$ cat src/hw/rtl/psac_pkg.sv
`timescale 1ns / 1ps
`default_nettype none

package psac_pkg;

  localparam int unsigned HEADER_BYTES = 4;
  localparam int unsigned MIN_PACKET_BYTES = 5;
  localparam int unsigned COUNT_W = 3;
  localparam int unsigned ACC_W = 32;

  localparam logic [COUNT_W-1:0] COUNT_HEADER_END = COUNT_W'(HEADER_BYTES);
  localparam logic [COUNT_W-1:0] COUNT_SAT = COUNT_W'(MIN_PACKET_BYTES);

  typedef logic [COUNT_W-1:0] count_t;
  typedef logic [ACC_W-1:0] acc_t;

  typedef struct packed {
    acc_t checksum;
    logic matches_res;
    logic status;
  } result_t;

endpackage

`default_nettype wire

$ cat src/hw/rtl/packet_shift_add_checksum_unit.sv
`timescale 1ns / 1ps
`default_nettype none

// Channel  | Ports                                   | Direction
// ---------+-----------------------------------------+----------
// in       | in_valid/in_ready, in_data_byte,        | sink
//          | in_last_byte                            |
// out      | out_valid/out_ready, out_checksum,      | source
//          | out_matches_res, out_status             |
// cfg      | cfg_valid/cfg_ready, cfg_check_mode     | sink
//
// One word per cycle while in_ready is high: packet state updates in the cycle
// a word is accepted. A result is registered into the output register, or into
// the skid stage while that stays full. An output register plus a one-entry skid
// stage decouple the two sides; in_ready drops only while both hold results.
// Synchronous active-low reset clears mode, packet state and valid flags.

module packet_shift_add_checksum_unit (
  input  wire logic        clk,
  input  wire logic        rst_n,
  input  wire logic        in_valid,
  output      logic        in_ready,
  input  wire logic [7:0]  in_data_byte,
  input  wire logic        in_last_byte,
  output      logic        out_valid,
  input  wire logic        out_ready,
  output      logic [31:0] out_checksum,
  output      logic        out_matches_res,
  output      logic        out_status,
  input  wire logic        cfg_valid,
  output      logic        cfg_ready,
  input  wire logic        cfg_check_mode
);

  logic                 check_mode_r;
  psac_pkg::acc_t       acc_r, acc_nxt;
  psac_pkg::acc_t       hdr_r, hdr_nxt;
  psac_pkg::count_t     cnt_r, cnt_nxt;
  psac_pkg::result_t    res;
  psac_pkg::result_t    out_r, out_nxt;
  psac_pkg::result_t    skid_r, skid_nxt;
  logic                 out_valid_r, out_valid_nxt;
  logic                 skid_valid_r, skid_valid_nxt;
  logic                 in_acc;
  logic                 res_valid;
  logic                 out_take;

  assign cfg_ready = 1'b1;
  assign in_ready  = !skid_valid_r;
  assign in_acc    = in_valid && in_ready;
  assign res_valid = in_acc && in_last_byte;
  assign out_take  = out_valid_r && out_ready;

  always_comb begin
    acc_t_calc: begin
      hdr_nxt = hdr_r;
      acc_nxt = acc_r;
      if (cnt_r < psac_pkg::COUNT_HEADER_END) begin
        if (check_mode_r) begin
          hdr_nxt = {hdr_r[psac_pkg::ACC_W-9:0], in_data_byte};
        end
      end else begin
        acc_nxt = {acc_r[psac_pkg::ACC_W-2:0], 1'b0}
                  + psac_pkg::ACC_W'(in_data_byte)
                  + psac_pkg::ACC_W'(acc_r[psac_pkg::ACC_W-1]);
      end
      cnt_nxt = (cnt_r < psac_pkg::COUNT_SAT) ? cnt_r + 1'b1 : cnt_r;
    end
  end

  always_comb begin
    if (cnt_nxt < psac_pkg::COUNT_SAT) begin
      res.checksum    = '0;
      res.matches_res = 1'b0;
      res.status      = 1'b1;
    end else begin
      res.checksum    = acc_nxt;
      res.matches_res = check_mode_r && (hdr_nxt == acc_nxt);
      res.status      = 1'b0;
    end
  end

  // output register with skid stage
  always_comb begin
    out_nxt        = out_r;
    out_valid_nxt  = out_valid_r;
    skid_nxt       = skid_r;
    skid_valid_nxt = skid_valid_r;
    if (out_take) begin
      out_valid_nxt = 1'b0;
      if (skid_valid_r) begin
        out_nxt        = skid_r;
        out_valid_nxt  = 1'b1;
        skid_valid_nxt = 1'b0;
      end
    end
    if (res_valid) begin
      if (!out_valid_nxt) begin
        out_nxt       = res;
        out_valid_nxt = 1'b1;
      end else begin
        skid_nxt       = res;
        skid_valid_nxt = 1'b1;
      end
    end
  end

  always_ff @(posedge clk) begin
    if (!rst_n) begin
      check_mode_r <= 1'b0;
      acc_r        <= '0;
      hdr_r        <= '0;
      cnt_r        <= '0;
      out_valid_r  <= 1'b0;
      skid_valid_r <= 1'b0;
    end else begin
      if (cfg_valid && cfg_ready) begin
        check_mode_r <= cfg_check_mode;
      end
      if (in_acc) begin
        if (in_last_byte) begin
          acc_r <= '0;
          hdr_r <= '0;
          cnt_r <= '0;
        end else begin
          acc_r <= acc_nxt;
          hdr_r <= hdr_nxt;
          cnt_r <= cnt_nxt;
        end
      end
      out_valid_r  <= out_valid_nxt;
      skid_valid_r <= skid_valid_nxt;
    end
  end

  always_ff @(posedge clk) begin
    out_r  <= out_nxt;
    skid_r <= skid_nxt;
  end

  assign out_valid       = out_valid_r;
  assign out_checksum    = out_r.checksum;
  assign out_matches_res = out_r.matches_res;
  assign out_status      = out_r.status;

  a_skid_behind_out: assert property (@(posedge clk) disable iff (!rst_n)
    skid_valid_r |-> out_valid_r)
    else $error("skid word held without output word");

  a_cnt_sat: assert property (@(posedge clk) disable iff (!rst_n)
    cnt_r <= psac_pkg::COUNT_SAT)
    else $error("byte count beyond saturation");

  a_short_clean: assert property (@(posedge clk) disable iff (!rst_n)
    (out_valid_r && out_status) |-> (out_checksum == '0 && !out_matches_res))
    else $error("short-packet word carries checksum data");

  a_clear_after_last: assert property (@(posedge clk) disable iff (!rst_n)
    (in_valid && in_ready && in_last_byte) |=> (cnt_r == '0 && acc_r == '0 && hdr_r == '0))
    else $error("packet state not cleared after last word");

  a_result_lands: assert property (@(posedge clk) disable iff (!rst_n)
    (in_valid && in_ready && in_last_byte) |=> out_valid_r)
    else $error("result word lost");

endmodule

`default_nettype wire
$ cat config.mk
export PLATFORM = sky130hd
export DESIGN_NAME = packet_shift_add_checksum_unit
export DESIGN_NICKNAME = d
export VERILOG_FILES = /design/src/hw/rtl/psac_pkg.sv /design/src/hw/rtl/packet_shift_add_checksum_unit.sv
export SDC_FILE = /design/constraint.sdc
export NUM_CORES = 1
export LEC_CHECK = 0
export ABC_AREA = 1
export BUFFER_PORTS_ARGS = -buffer_cell sky130_fd_sc_hd__buf_2
export CAP_MARGIN = 10
export CORE_MARGIN = 4
export CORE_UTILIZATION = 60
export CTS_BUF_LIST = sky130_fd_sc_hd__clkbuf_16
export DETAILED_ROUTE_END_ITERATION = 12
export PLACE_DENSITY = 0.79
export SLEW_MARGIN = 20
export SYNTH_ARGS = -nofsm -noshare
export SYNTH_HDL_FRONTEND = slang
export SYNTH_SLANG_ARGS = --single-unit
$ cat constraint.sdc
create_clock -name clk -period 3.9 [get_ports clk]
set_input_delay 0.39 -clock clk [delete_from_list [all_inputs] [get_ports clk]]
set_output_delay 0.39 -clock clk [all_outputs]
set_load 0.005 [all_outputs]
==> metrics.txt, run 1 <==
status=finished, final reports clean; sequential share of power=0.445; Setup violations, final=0; crit path DAT=3.14 ns; Critical Path Source Type=register; clock buffer count from CTS=17; largest net degree at the start of global routing=a little under 70; critical path's most frequent cell=nand2_1; initial antenna violation count=0; Sw Pwr=869 uW; Worst path top cell family by delay=simple AND/OR/NAND/NOR gates; Placed Cells=1465; Hold Path Class=input pin to register; Core Area=~0.013 sq mm; first-pass GRT wire length=roughly 37000 microns; die area=~0.016 sq mm; combinational share of power=0.074; Max Cap Viol=0; drc violations=0; Max Freq=352 MHz; period utilisation layout=0.728; io pins=52; commonest non-fill, non-tap cell in the layout=nand2_1; post-synthesis net count=approximately 1300; Fillers=about 1200; delay of the slowest critical-path stage=about 0.40 ns; post-CTS sizing=0; clock slew at reported path FFs=~0.07 ns; unrepaired setup endpoints after global routing=false; initial DRC count=around 760; CTS H-tree depth=4; Starting Density=0.615; most frequent cells in the layout=nand2_1 (438), inv_1 (157), nand3_1 (132), nor2_1 (107), dfxtp_1 (103); Tightest Pin Transition=1.00 ns; fin cells=~1500; vias in the first global route=roughly 7400; Clock Tree Buf Depth=2; critical path depth in cells=19; critical path class=register to register; clk sinks=between 100 and 150; Rows=42; fin crit period=2.84 ns; CP Data Required Time=4.19 ns; Crit Path Max Fanout=4; Util after Layout=0.685; Die Wd=~120 microns; final setup TNS=0 ns; Total Nets Final=1333; maximum vdd drop=between 0.2 and 0.25 mV; Post-Synthesis Cells=around 1300; Leakage=4.05 nW; slew margin rel.=0.330; ordered list of cells on the worst path=ha_1, inv_1, fa_1, inv_1, nand2_1, nand2_1, nand3_1, nand2_1, nand2_1, nand3_1, nand2_1, nand2_1, nand2_1, nor2_1, nand2_1, nor2_1, nand3_1, nor2_1, and3_1; RD Place Congestion=a little over 1; warnings from Yosys=0; Routed WL per cell=15.3 microns; total congestion overflow=0; gr usage total=0.293; WL final=22900 microns; Synth Register Bits=138; clock root cell=clkbuf_16; setup bufs post-CTS=0; crit path capture type=register; area delta synth->final=11.4%; via/cell ratio=between 5 and 6; register area share after synthesis=0.379; Hold Violations, Final=0; total internal power=around 2.5 mW; vias=between 8000 and 9000; Sw Share=0.256; share of layout cells above drive strength 1=0.110; CTS hold repair buffers=0; Final ANT Viol Nets=0; reg2reg path depth=19; power per standard cell area=roughly 370 mW/mm^2; IO buf count=50; slowest CP cell=fa_1; Worst-Skew Late Latency=roughly 0.43 ns; Final HPWL DP=16200 microns; Setup Skew=between 0.008 and 0.009 ns; post-synth cell types=41; clock group share of total power=0.481; Syn Area/Cell=6.39 sq um; Pins Over Slew Limit=0; TritonCTS clock tree=built; n_diodes=0; synthesized area=~0.0082 sq mm; Buf/Inv on CP=2; Chip Height=between 100 and 150 microns; worst hold stages=2; drt pass-1 iters=5
==> cell usage after synthesis (all sizes together) <==
| master | count | area (sq um) |
|---|---|---|
| nand2 | 453 | 1750 |
| a21oi | 77 | 385 |
| fa | 1 | 20.0 |
| nand4 | 4 | 31.3 |
| clkbuf | 35 | 131 |
| inv | 163 | 612 |
| nor4 | 2 | 18.8 |
| dfxtp | 104 | 2080 |
| xor2 | 1 | 8.76 |
| and3 | 1 | 6.26 |
| edfxtp | 34 | 1020 |
| o21bai | 1 | 11.3 |
| nor2 | 117 | 467 |
| clkinv | 3 | 11.3 |
| nor3b | 1 | 12.5 |
| or2 | 8 | 50.1 |
| ha | 9 | 113 |
| conb | 1 | 3.75 |
| nand3 | 137 | 711 |
| o211ai | 3 | 22.5 |
| nor3 | 7 | 45.0 |
| nand3b | 3 | 22.5 |
| o21ai | 65 | 329 |
| buf | 19 | 108 |
| o22ai | 29 | 181 |
| a2bb2oi | 3 | 26.3 |
==> cell families after synthesis <==
family	synth area share
xor+xnor	0.00107
buf+inv	0.105
compound gates	0.117
simple gates	0.381
flops	0.379
other cells	0.000458
fa+ha+maj	0.0162
==> power by group through the flow <==
| stage | sequential, mW | combinational, mW | clock, mW |
|---|---|---|---|
| finish | 1.51 | 0.249 | 1.63 |
| global route | 1.51 | 0.281 | 1.71 |
| CTS | 1.51 | 0.248 | 1.64 |
| detailed placement | 1.54 | 0.246 | 0 |
| global placement | 1.54 | 0.244 | 0 |
| floorplan | 1.54 | 0.175 | 0 |
==> worst register-to-register path: cells and delay by family (launching register included) <==
kind / cells / cell delay [ns]
adder cells (fa/ha/maj): 2 / 0.62
buffers and inverters: 2 / 0.17
AND/OR/NAND/NOR: 15 / 1.55
flip-flops: 1 / 0.39
==> metal layers <==
| metal | up-vias | GRT usage | wire (microns) | part of all wire |
|---|---|---|---|---|
| li1 | 4150 | - | - | - |
| met1 | 3761 | 0.409 | 10100 | 0.44 |
| met2 | 311 | 0.457 | 10300 | 0.45 |
| met3 | 47 | 0.0562 | 1860 | 0.081 |
| met4 | 0 | 0.101 | 559 | 0.024 |
| met5 | - | 0 | 0 | 0 |
==> per-stage QoR <==
stage	total power [mW]	worst slack [ns]	hold slack, ns	area, sq um
after detailed placement	1.79	1.03	0.453	8520
after global routing	3.50	0.818	0.154	9110
final	3.39	1.06	0.147	9110
after floorplan	1.71	1.12	0.445	8180
after global placement	1.78	1.12	0.452	8520
after CTS	3.40	1.09	0.141	9110
==> cell type report <==
| class | instances | area (sq um) | area share |
|---|---|---|---|
| clock buffers | 17 | 425 | 0.0467 |
| clock inverters | 15 | 163 | 0.0179 |
| inverters | 166 | 623 | 0.0684 |
| multi-input cells | 923 | 4240 | 0.465 |
| flip-flops and latches | 138 | 3100 | 0.341 |
| well taps | 176 | 220 | 0.0242 |
| repair buffers | 62 | 340 | 0.0374 |
==> worst paths after layout <==
path,startpoint,to,slack [ns]
max,acc_r[31],skid_r[1],1.06
min,cfg_valid,check_mode_r,0.15
max reg2reg,acc_r[31],skid_r[1],1.06
min reg2reg,hdr_r[29],hdr_r[29],0.46
==> state kept, by name, indices dropped and copies added, names as in the netlist <==
register and count:
check_mode_r 1, out_checksum 32, acc_r 32, out_status 1, hdr_r 32, skid_valid_r 1, out_matches_res 1, cnt_r 3
skid_r 34, out_valid 1
Note: power is estimated with default switching activity, not from simulation.
==> run 2: changes to the inputs <==
Settings changed: CORE_UTILIZATION 60 to 56, PLACE_DENSITY 0.79 to 0.77.
Clock period 3.9 ns to 2.5 ns, I/O delays scaled along.
==> metrics.txt, run 2 (same netlist as run 1, synthesis figures left out) <==
io pins=52; initial DRC count=905; via/cell ratio=roughly 5.5; TritonCTS clock tree=built; share of layout cells above drive strength 1=0.172; drc violations=0; Starting Density=0.580; Total Nets Final=about 1400; worst hold stages=2; Crit Path Max Fanout=3; gr usage total=0.286; Die Wd=approximately 130 microns; Fillers=between 1000 and 1500; reg2reg end=skid_r[1]; met1 Usage GRT=0.409; Rows=43; Critical Path Source Type=register; RD Place Congestion=just over 1; Util after Layout=0.688; IO buf count=50; first-pass GRT wire length=approximately 38000 microns; Routed WL per cell=15.4 microns; Leakage=between 4 and 5 nW; status=finished, final reports clean; WL final=between 20000 and 25000 microns; Core Area=around 0.014 sq mm; vias in the first global route=between 7000 and 8000; slew margin rel.=0.639; Hold Path Class=input pin to register; crit path capture type=register; total congestion overflow=0; most frequent cells in the layout=nand2_1 (424), inv_1 (154), nand3_1 (122), dfxtp_1 (100), nor2_1 (98); Setup violations, final=0; met2 Track Usage GR=0.444; Hold Violations, Final=0; largest register by flop count=skid_r; critical path class=register to register; reg2reg path depth=18; unrepaired setup endpoints after global routing=true; Tightest Pin Transition=between 0.5 and 0.6 ns; Hold Path Sink=check_mode_r; drt pass-1 iters=6; area delta synth->final=18.5%; Multi-input gate area=0.00445 sq mm; final setup TNS=0 ns; Chip Height=roughly 130 microns; grt peak-use layer=met2; reg2reg setup slack=around 0.045 ns; clock buffer count from CTS=17; die area=0.0166 sq mm; n_diodes=0; Clock Tree Buf Depth=2; Final HPWL DP=around 17000 microns; Final ANT Viol Nets=0; maximum vdd drop=about 0.46 mV; period utilisation layout=0.982; CP Data Required Time=approximately 2.8 ns; Max Freq=between 400 and 500 MHz; Max Cap Viol=0; crit path DAT=between 2 and 3 ns; max reg flops=34; CTS H-tree depth=4; Worst-Skew Late Latency=0.43 ns; clock root cell=clkbuf_16; fin crit period=roughly 2.5 ns; largest net degree at the start of global routing=45; clock slew at reported path FFs=about 0.06 ns; commonest non-fill, non-tap cell in the layout=nand2_1; HP Start=cfg_valid; clk sinks=between 100 and 150; GRT met3 Usage=0.0540; Pins Over Slew Limit=0; vias=about 8400; reg2reg start=acc_r[31]; initial antenna violation count=0; Setup Skew=roughly 0.019 ns; Storage cell area=0.00311 sq mm; power per standard cell area=about 550 mW/mm^2
run 2: cell types whose count changed in the layout (fill, tap and decap cells not counted), moves of 3 or more:
cell / before / now
buf_4: 12 / 54
inv_1: 157 / 154
dfxtp_2: 1 / 4
nor2_2: 6 / 14
dfxtp_1: 103 / 100
ha_1: 9 / 5
nand3_2: 5 / 12
nand2_1: 438 / 424
nand2_2: 12 / 25
nand3_1: 132 / 122
nand3_4: 0 / 4
nor2_1: 107 / 98
ha_4: 0 / 4
run 2: timing repair:
action	in CTS	in global routing
setup buffers	1	1
pin swaps	10	15
hold endpoints to repair	0	0
endpoints found under the setup margin	2	4
hold buffers	0	0
cloned	0	1
resized for setup	13	41
run 2: report_power, final:
part / switching, mW / internal, mW
Clock: 1.07 / 1.49
Combinational: 0.287 / 0.142
Sequential: 0.0269 / 2.33
run 2: per-stage QoR:
step	setup slack (ns)	hold slack (ns)	cell area (sq um)	power, mW	std cells
2_1_floorplan	0.115	0.343	8180	2.67	1281
3_3_place_gp	-0.117	0.439	8870	2.80	1511
3_5_place_dp	-0.166	0.450	8870	2.80	1511
4_1_cts	-0.0248	0.00858	9500	5.33	1544
5_1_grt	-0.135	0.0236	9690	5.51	1546
6_report	0.0454	0.0240	9690	5.34	1546
run 2: how the worst max path moves through the flow:
stage                          from   endpoint  slack, ns  depth (start not counted)
finish                    acc_r[31]  skid_r[1]       0.05                         18
global route              acc_r[31]  skid_r[1]      -0.14                         19
CTS                       acc_r[31]  skid_r[1]      -0.02                         19
detailed placement  in_data_byte[0]  skid_r[1]      -0.17                         20
global placement    in_data_byte[0]  skid_r[1]      -0.12                         20
floorplan                 acc_r[31]  skid_r[1]       0.12                         20
run 2: layout make-up:
cell class | instances | share of cell area
Timing Repair Buffer | 106 | 0.0718
Clock inverter | 15 | 0.0169
Clock buffer | 17 | 0.0439
Tap cell | 180 | 0.0232
Multi-Input combinational cell | 924 | 0.459
Inverter | 166 | 0.0645
Sequential cell | 138 | 0.321
run 2: layer usage:
metal / share of wire / up-vias
met2: 0.46 / 319
met5: 0 / -
li1: - / 4232
met1: 0.45 / 3858
met4: 0.014 / 0
met3: 0.078 / 25
run 2: critical path, stage by stage (launching register included):
cell and delay, ns:
dfxtp_2 0.35, ha_4 0.13, inv_2 0.04, fa_2 0.51
inv_1 0.04, nand2_1 0.06, nand2_2 0.08, nand3_2 0.07
nand3_2 0.07, nor2_2 0.11, nand2_1 0.06, nor2_1 0.08
nand2_1 0.11, nor2_2 0.09, nand2_1 0.07, nor2_2 0.11
nand3_2 0.09, nor2_4 0.11, and3_1 0.16
